<file path="config.mk">
export PLATFORM = sky130hd
export DESIGN_NAME = k_smallest_with_index
export DESIGN_NICKNAME = d
export VERILOG_FILES = /design/src/hdl/kswi_pkg.sv /design/src/hdl/kswi_list.sv /design/src/hdl/kswi_drain.sv /design/src/hdl/k_smallest_with_index.sv
export SDC_FILE = /design/constraint.sdc
export NUM_CORES = 2
export LEC_CHECK = 0
export BUFFER_PORTS_ARGS = -buffer_cell sky130_fd_sc_hd__buf_2
export CAP_MARGIN = 20
export CELL_PAD_IN_SITES_DETAIL_PLACEMENT = 1
export CELL_PAD_IN_SITES_GLOBAL_PLACEMENT = 2
export CORE_MARGIN = 1
export CORE_UTILIZATION = 39
export DETAILED_ROUTE_END_ITERATION = 16
export PLACE_DENSITY_LB_ADDON = 0.1
export SYNTH_ARGS = -nofsm -noshare
export SYNTH_HDL_FRONTEND = slang
export SYNTH_SLANG_ARGS = --single-unit
export TNS_END_PERCENT = 1
</file>
<file path="constraint.sdc">
create_clock -name aclk -period 11.3 [get_ports aclk]
set_input_delay 2.26 -clock aclk [delete_from_list [all_inputs] [get_ports aclk]]
set_output_delay 2.26 -clock aclk [all_outputs]
set_load 0.05 [all_outputs]
</file>
<file path="src/hdl/kswi_pkg.sv">
// Package for the k-smallest-with-index block.
// Shared constants, defaults and the control struct used by kswi_list and kswi_drain.
package kswi_pkg;

    localparam int VALUE_BITS         = 32;
    localparam int KEEP_COUNT_BITS    = 4;
    localparam int OUT_POS_BITS       = 16;
    localparam int MAX_KEEP_DEFAULT   = 8;
    localparam int POSITION_BITS_DEFAULT = 16;

    localparam logic signed [VALUE_BITS-1:0] VALUE_MAX_POS = {1'b0, {(VALUE_BITS-1){1'b1}}};

    typedef struct packed {
        logic advance;
        logic frame_end;
    } kswi_ctl_t;

endpackage

</file>
<file path="src/hdl/kswi_list.sv">
// Sorted list of the smallest samples with their frame positions.
// Inserts one sample per transfer; clears on frame end. Depends on kswi_pkg.
module kswi_list #(
    parameter int MAX_KEEP      = kswi_pkg::MAX_KEEP_DEFAULT,
    parameter int POSITION_BITS = kswi_pkg::POSITION_BITS_DEFAULT
) (
    input  logic                                        aclk,
    input  logic                                        aresetn,
    input  kswi_pkg::kswi_ctl_t                         ctl,
    input  logic signed [kswi_pkg::VALUE_BITS-1:0]      sample_value,
    output logic signed [kswi_pkg::VALUE_BITS-1:0]      ins_value [MAX_KEEP],
    output logic        [POSITION_BITS-1:0]             ins_pos   [MAX_KEEP],
    output logic                                        ins_fill  [MAX_KEEP]
);
    import kswi_pkg::*;

    localparam logic [POSITION_BITS-1:0] POS_MAX = {POSITION_BITS{1'b1}};

    logic signed [VALUE_BITS-1:0] value_reg [MAX_KEEP];
    logic [POSITION_BITS-1:0]     pos_reg   [MAX_KEEP];
    logic                         fill_reg  [MAX_KEEP];
    logic [POSITION_BITS-1:0]     sample_pos_reg;
    logic [POSITION_BITS-1:0]     sample_pos_next;
    logic [MAX_KEEP-1:0]          hit;

    // hit is monotone: filled slots are sorted and empty slots trail
    always_comb begin
        for (int i = 0; i < MAX_KEEP; i++) begin
            hit[i] = !fill_reg[i] || (sample_value < value_reg[i]);
        end
        for (int i = 0; i < MAX_KEEP; i++) begin
            if (i > 0 && hit[i-1]) begin
                ins_value[i] = value_reg[i-1];
                ins_pos[i]   = pos_reg[i-1];
                ins_fill[i]  = fill_reg[i-1];
            end else if (hit[i]) begin
                ins_value[i] = sample_value;
                ins_pos[i]   = sample_pos_reg;
                ins_fill[i]  = 1'b1;
            end else begin
                ins_value[i] = value_reg[i];
                ins_pos[i]   = pos_reg[i];
                ins_fill[i]  = fill_reg[i];
            end
        end
        sample_pos_next = (sample_pos_reg == POS_MAX) ? sample_pos_reg
                                                      : sample_pos_reg + 1'b1;
    end

    always_ff @(posedge aclk) begin
        if (!aresetn) begin
            sample_pos_reg <= '0;
            for (int i = 0; i < MAX_KEEP; i++) begin
                value_reg[i] <= VALUE_MAX_POS;
                pos_reg[i]   <= '0;
                fill_reg[i]  <= 1'b0;
            end
        end else if (ctl.advance) begin
            if (ctl.frame_end) begin
                sample_pos_reg <= '0;
                for (int i = 0; i < MAX_KEEP; i++) begin
                    value_reg[i] <= VALUE_MAX_POS;
                    pos_reg[i]   <= '0;
                    fill_reg[i]  <= 1'b0;
                end
            end else begin
                sample_pos_reg <= sample_pos_next;
                for (int i = 0; i < MAX_KEEP; i++) begin
                    value_reg[i] <= ins_value[i];
                    pos_reg[i]   <= ins_pos[i];
                    fill_reg[i]  <= ins_fill[i];
                end
            end
        end
    end

endmodule

</file>
<file path="src/hdl/kswi_drain.sv">
// Frame-end snapshot buffer and result output register.
// Shifts out keep_count entries (0 gives 1, capped at MAX_KEEP), one per transfer. Depends on kswi_pkg.
module kswi_drain #(
    parameter int MAX_KEEP      = kswi_pkg::MAX_KEEP_DEFAULT,
    parameter int POSITION_BITS = kswi_pkg::POSITION_BITS_DEFAULT
) (
    input  logic                                        aclk,
    input  logic                                        aresetn,
    input  kswi_pkg::kswi_ctl_t                         ctl,
    input  logic [kswi_pkg::KEEP_COUNT_BITS-1:0]        keep_count,
    input  logic signed [kswi_pkg::VALUE_BITS-1:0]      ins_value [MAX_KEEP],
    input  logic        [POSITION_BITS-1:0]             ins_pos   [MAX_KEEP],
    input  logic                                        ins_fill  [MAX_KEEP],
    output logic                                        busy,
    output logic                                        m_valid,
    input  logic                                        m_ready,
    output logic signed [kswi_pkg::VALUE_BITS-1:0]      m_min_value,
    output logic        [kswi_pkg::OUT_POS_BITS-1:0]    m_min_position,
    output logic                                        m_slot_filled,
    output logic                                        m_last_of_list
);
    import kswi_pkg::*;

    localparam int CNT_W = $clog2(MAX_KEEP + 1);

    logic signed [VALUE_BITS-1:0] buf_value_reg [MAX_KEEP];
    logic [POSITION_BITS-1:0]     buf_pos_reg   [MAX_KEEP];
    logic                         buf_fill_reg  [MAX_KEEP];
    logic [CNT_W-1:0]             rem_reg;
    logic [CNT_W-1:0]             keep_eff;
    logic                         m_valid_reg;
    logic signed [VALUE_BITS-1:0] m_value_reg;
    logic [OUT_POS_BITS-1:0]      m_pos_reg;
    logic                         m_fill_reg;
    logic                         m_last_reg;
    logic                         take;
    logic [POSITION_BITS+OUT_POS_BITS-1:0] pos_ext;

    always_comb begin
        if (keep_count == '0) begin
            keep_eff = CNT_W'(1);
        end else if (int'(keep_count) > MAX_KEEP) begin
            keep_eff = CNT_W'(MAX_KEEP);
        end else begin
            keep_eff = CNT_W'(keep_count);
        end
        take    = (rem_reg != '0) && (!m_valid_reg || m_ready);
        pos_ext = {{OUT_POS_BITS{1'b0}}, buf_pos_reg[0]};
    end

    assign busy           = (rem_reg != '0);
    assign m_valid        = m_valid_reg;
    assign m_min_value    = m_value_reg;
    assign m_min_position = m_pos_reg;
    assign m_slot_filled  = m_fill_reg;
    assign m_last_of_list = m_last_reg;

    always_ff @(posedge aclk) begin
        if (!aresetn) begin
            rem_reg     <= '0;
            m_valid_reg <= 1'b0;
        end else begin
            if (ctl.advance && ctl.frame_end) begin
                rem_reg <= keep_eff;
            end else if (take) begin
                rem_reg <= rem_reg - 1'b1;
            end
            if (take) begin
                m_valid_reg <= 1'b1;
            end else if (m_ready) begin
                m_valid_reg <= 1'b0;
            end
        end
    end

    always_ff @(posedge aclk) begin
        if (ctl.advance && ctl.frame_end) begin
            for (int i = 0; i < MAX_KEEP; i++) begin
                buf_value_reg[i] <= ins_value[i];
                buf_pos_reg[i]   <= ins_pos[i];
                buf_fill_reg[i]  <= ins_fill[i];
            end
        end else if (take) begin
            for (int i = 0; i < MAX_KEEP - 1; i++) begin
                buf_value_reg[i] <= buf_value_reg[i+1];
                buf_pos_reg[i]   <= buf_pos_reg[i+1];
                buf_fill_reg[i]  <= buf_fill_reg[i+1];
            end
        end
        if (take) begin
            m_value_reg <= buf_value_reg[0];
            m_pos_reg   <= pos_ext[OUT_POS_BITS-1:0];
            m_fill_reg  <= buf_fill_reg[0];
            m_last_reg  <= (rem_reg == CNT_W'(1));
        end
    end

endmodule

</file>
<file path="src/hdl/k_smallest_with_index.sv">
// Top level of the k-smallest-with-index block: input register, keep_count register.
// Instantiates kswi_list and kswi_drain; depends on kswi_pkg.
//
//   channel | direction | ports
//   s_      | in        | s_valid, s_ready, s_sample_value, s_frame_end
//   m_      | out       | m_valid, m_ready, m_min_value, m_min_position, m_slot_filled,
//           |           | m_last_of_list
//   cfg_    | in        | cfg_valid, cfg_ready, cfg_data (keep_count)
//
// One sample per cycle unless a frame-end sample waits; a sample passes the input register
// into the sorted list. A frame-end sample yields keep_count results (0 gives 1, at most
// MAX_KEEP) via input register, drain buffer and output register, one per cycle while m_ready.
// A frame-end sample waits in the input register while the previous frame still drains.
// Reset (synchronous, aresetn low) empties the list and sets keep_count to 1.
module k_smallest_with_index #(
    parameter int MAX_KEEP      = kswi_pkg::MAX_KEEP_DEFAULT,
    parameter int POSITION_BITS = kswi_pkg::POSITION_BITS_DEFAULT
) (
    input  logic                                        aclk,
    input  logic                                        aresetn,
    input  logic                                        s_valid,
    output logic                                        s_ready,
    input  logic signed [kswi_pkg::VALUE_BITS-1:0]      s_sample_value,
    input  logic                                        s_frame_end,
    output logic                                        m_valid,
    input  logic                                        m_ready,
    output logic signed [kswi_pkg::VALUE_BITS-1:0]      m_min_value,
    output logic        [kswi_pkg::OUT_POS_BITS-1:0]    m_min_position,
    output logic                                        m_slot_filled,
    output logic                                        m_last_of_list,
    input  logic                                        cfg_valid,
    output logic                                        cfg_ready,
    input  logic [kswi_pkg::KEEP_COUNT_BITS-1:0]        cfg_data
);
    import kswi_pkg::*;

    logic                         in_valid_reg;
    logic signed [VALUE_BITS-1:0] in_value_reg;
    logic                         in_end_reg;
    logic [KEEP_COUNT_BITS-1:0]   keep_count_reg;
    logic                         busy;
    kswi_ctl_t                    ctl;

    logic signed [VALUE_BITS-1:0] ins_value [MAX_KEEP];
    logic [POSITION_BITS-1:0]     ins_pos   [MAX_KEEP];
    logic                         ins_fill  [MAX_KEEP];

    always_comb begin
        ctl.advance   = in_valid_reg && !(in_end_reg && busy);
        ctl.frame_end = in_end_reg;
    end

    assign s_ready   = !in_valid_reg || ctl.advance;
    assign cfg_ready = 1'b1;

    always_ff @(posedge aclk) begin
        if (!aresetn) begin
            in_valid_reg   <= 1'b0;
            keep_count_reg <= KEEP_COUNT_BITS'(1);
        end else begin
            if (s_ready) begin
                in_valid_reg <= s_valid;
            end
            if (cfg_valid) begin
                keep_count_reg <= cfg_data;
            end
        end
    end

    always_ff @(posedge aclk) begin
        if (s_valid && s_ready) begin
            in_value_reg <= s_sample_value;
            in_end_reg   <= s_frame_end;
        end
    end

    kswi_list #(
        .MAX_KEEP      (MAX_KEEP),
        .POSITION_BITS (POSITION_BITS)
    ) u_list (
        .aclk         (aclk),
        .aresetn      (aresetn),
        .ctl          (ctl),
        .sample_value (in_value_reg),
        .ins_value    (ins_value),
        .ins_pos      (ins_pos),
        .ins_fill     (ins_fill)
    );

    kswi_drain #(
        .MAX_KEEP      (MAX_KEEP),
        .POSITION_BITS (POSITION_BITS)
    ) u_drain (
        .aclk           (aclk),
        .aresetn        (aresetn),
        .ctl            (ctl),
        .keep_count     (keep_count_reg),
        .ins_value      (ins_value),
        .ins_pos        (ins_pos),
        .ins_fill       (ins_fill),
        .busy           (busy),
        .m_valid        (m_valid),
        .m_ready        (m_ready),
        .m_min_value    (m_min_value),
        .m_min_position (m_min_position),
        .m_slot_filled  (m_slot_filled),
        .m_last_of_list (m_last_of_list)
    );

endmodule
</file>
==> impl_metrics.yaml <==
run_status:
  outcome: "complete, no violations"
synth:
  synth_flop_cell: "edfxtp_1"
  synth_edf_count: 817
  syn_area_sq_um: 47400
  syn-num-nets: 4714
  async_reset_ff_share_pct: 0
  yosysSeqAreaShare_pct: 54.9
  ys_ff_latch: 893
  synth_cell_types: 63
  yosysWarnings: 0
  syn_area_per_cell_sq_um: 10.7
  synthCells: 4420
global_route:
  grt_max_degree: 151
  grt_pass1_wl_microns: 235000
  antenna_found_initial: 7
  gr-total-overflow: 0
  gr-usage-all-layers_pct: 25.3
  grt_pass1_vias: 36789
placement:
  place_area_sq_um: 49400
  numPortBuffers: 93
  gp_congestion: 0.799
  place_ws_ns: 5.56
  detailed_place_hpwl_microns: 94200
setup_path:
  path_delay_family: "compound AO/OA/AOI/OAI gates"
  setup.worst_path.start_class: "flip-flop"
  cp.depth: 11
  cpPeakStageDelay_ns: 0.77
  path_max_fanout: 48
  path_class: "reg -> reg"
  worstPathRequired_ns: 11.82
  critical-path-slowest-cell: "mux2_2"
  crit_buf_inv: 2
  rr_worst_depth: 11
  arrival_ns: 6.08
  worstPathCellList: "buf_4, ha_1, a21oi_1, o21ai_0, a221oi_1, o211ai_1, a31oi_1, mux2_2, buf_4, nand2_4, o211ai_1"
  setup.worst_path.end_class: "flip-flop"
die:
  rows: 127
  io_pins: 95
  die_h_microns: 351
  die_area_sq_um: 123000
  core-area_sq_um: 120000
  start_util_pct: 39.4
  fp.dieW_microns: 351
routing:
  drc: 0
  highest_layer: "met4"
  ant_nets: 0
  wl_met3_microns: 5770
  routed_wl_microns: 156000
  wl_met2_microns: 75200
  vias: 35169
  drtPass1Iterations: 5
  drt-met1-wl_microns: 71900
  drt_iter0_drc: 2360
  post_drt_wl_per_cell_microns: 25.6
  via_per_inst: 5.79
cts:
  clock-sinks: 893
  holdBufCountCts: 0
  cts.clk_slew.worst_paths_ns: 0.06
  ctsResizeCount: 0
  clk_latency_ns: 0.71
  numCtsBuffers: 107
  root_buffer: "clkbuf_16"
  cts_tree: "done"
  cts_setup_buffers: 0
  clk_path_buf_depth: 3
  htreeDepth: 3
min_path:
  min_path_cells: 0
  hold_class: "reg -> reg"
sta:
  hold_violations: 0
  fmax_ghz: 0.180
  period_minus_slack_ns: 5.57
  setup_ws_ns: 5.73
  period_share_pct: 49.3
  setup_violations: 0
  rsz0062_at_grt: "no"
  slew_headroom_pct: 26.1
  tightestPinTransition_ns: 1.11
  drv_slew: 0
  fin_skew_ns: 0.0236
  setup_tns_ns: 0
cells_and_area:
  diodes: 0
  fin_area_sq_um: 52900
  nets: 4658
  layout-drive-gt1-share_pct: 8.97
  final_cell_mix: "edfxtp_1 (817), nand2_1 (530), a21oi_1 (367)"
  fin_util_pct: 44.0
  layout_commonest_cell: "edfxtp_1"
  area_growth_pct: 11.6
power:
  powerDensity_nw_per_um2: 249
  p_leak_nw: 21.2
  finalPower_w: 0.0132
  ir_drop_v: 0.000321
run:
  max_cap_viol_count: 0
-- logic make-up (layout without fill, tap and decap cells) --
| family | count (synthesis) | after routing | share of synthesized area (%) |
|---|---|---|---|
| other cells | 1 | 1 | 0.00791 |
| buf+inv | 618 | 655 | 5.20 |
| mux | 359 | 359 | 7.67 |
| simple gates | 1207 | 1207 | 11.3 |
| xor+xnor | 16 | 16 | 0.296 |
| flops | 893 | 893 | 54.9 |
| compound gates | 1074 | 1074 | 13.9 |
| fa+ha+maj | 252 | 252 | 6.65 |
-- per-stage QoR --
stage                     std cells  hold WS, ns
after floorplan                4420        0.400
after global placement         5865        0.401
after detailed placement       5867        0.406
after CTS                      6069        0.414
after global routing           6069        0.427
final                          6069        0.417
-- metal layers --
layer	vias up	GRT usage (%)
met2	655	43.3
met1	18097	34.1
li1	16241	-
met5	-	0
met4	0	5.97
met3	176	2.69
-- power by group --
group | total (W) | switching (W) | internal, W
sequential | 0.00550 | 0.000321 | 0.00518
clock | 0.00357 | 0.00149 | 0.00208
combinational | 0.00410 | 0.00305 | 0.00105
total | 0.0132 | 0.00486 | 0.00830
-- worst paths after layout --
path / start / to / slack (ns)
hold reg to reg: u_drain.buf_pos_reg[0][4] / u_drain.m_min_position[4] / 0.42
setup reg to reg: in_value_reg[5] / u_drain.buf_value_reg[5][21] / 5.73
hold / removal: u_drain.buf_pos_reg[0][4] / u_drain.m_min_position[4] / 0.42
setup / recovery: in_value_reg[5] / u_drain.buf_value_reg[5][21] / 5.73
-- area by class of cell --
cell class                 instances  area [sq um]
clock buffer                     143          2920
tap                             1612          2020
sequential                       893         26100
clock inverter                    59           617
inverter                         277          1050
fill                           12967         67400
multi-input combinational       2909         19100
timing repair buffer             176          1140
-- Yosys cell counts (11+ instances only) --
cell | count | area (sq um)
nand2_1 | 538 | 2020
a31oi_1 | 24 | 150
buf_4 | 16 | 120
a21o_1 | 50 | 375
a221oi_1 | 22 | 193
buf_2 | 37 | 185
a22o_1 | 16 | 140
o31ai_1 | 50 | 375
o221ai_1 | 33 | 289
nor2_1 | 158 | 593
o21ai_0 | 219 | 1100
nor3_1 | 230 | 1150
clkbuf_1 | 268 | 1010
nand4_1 | 46 | 288
and3_1 | 24 | 150
ha_1 | 252 | 3150
buf_1 | 15 | 56.3
a22oi_1 | 30 | 225
inv_1 | 276 | 1040
nand2b_1 | 11 | 68.8
and2_1 | 20 | 125
mux2i_1 | 325 | 3250
mux2_2 | 34 | 383
dfxtp_1 | 76 | 1520
a21oi_1 | 367 | 1840
a311oi_1 | 17 | 149
o211ai_1 | 164 | 1230
nand3_1 | 142 | 711
o21ai_1 | 49 | 245
edfxtp_1 | 817 | 24500
No activity file was read; power rests on OpenSTA's default activity.
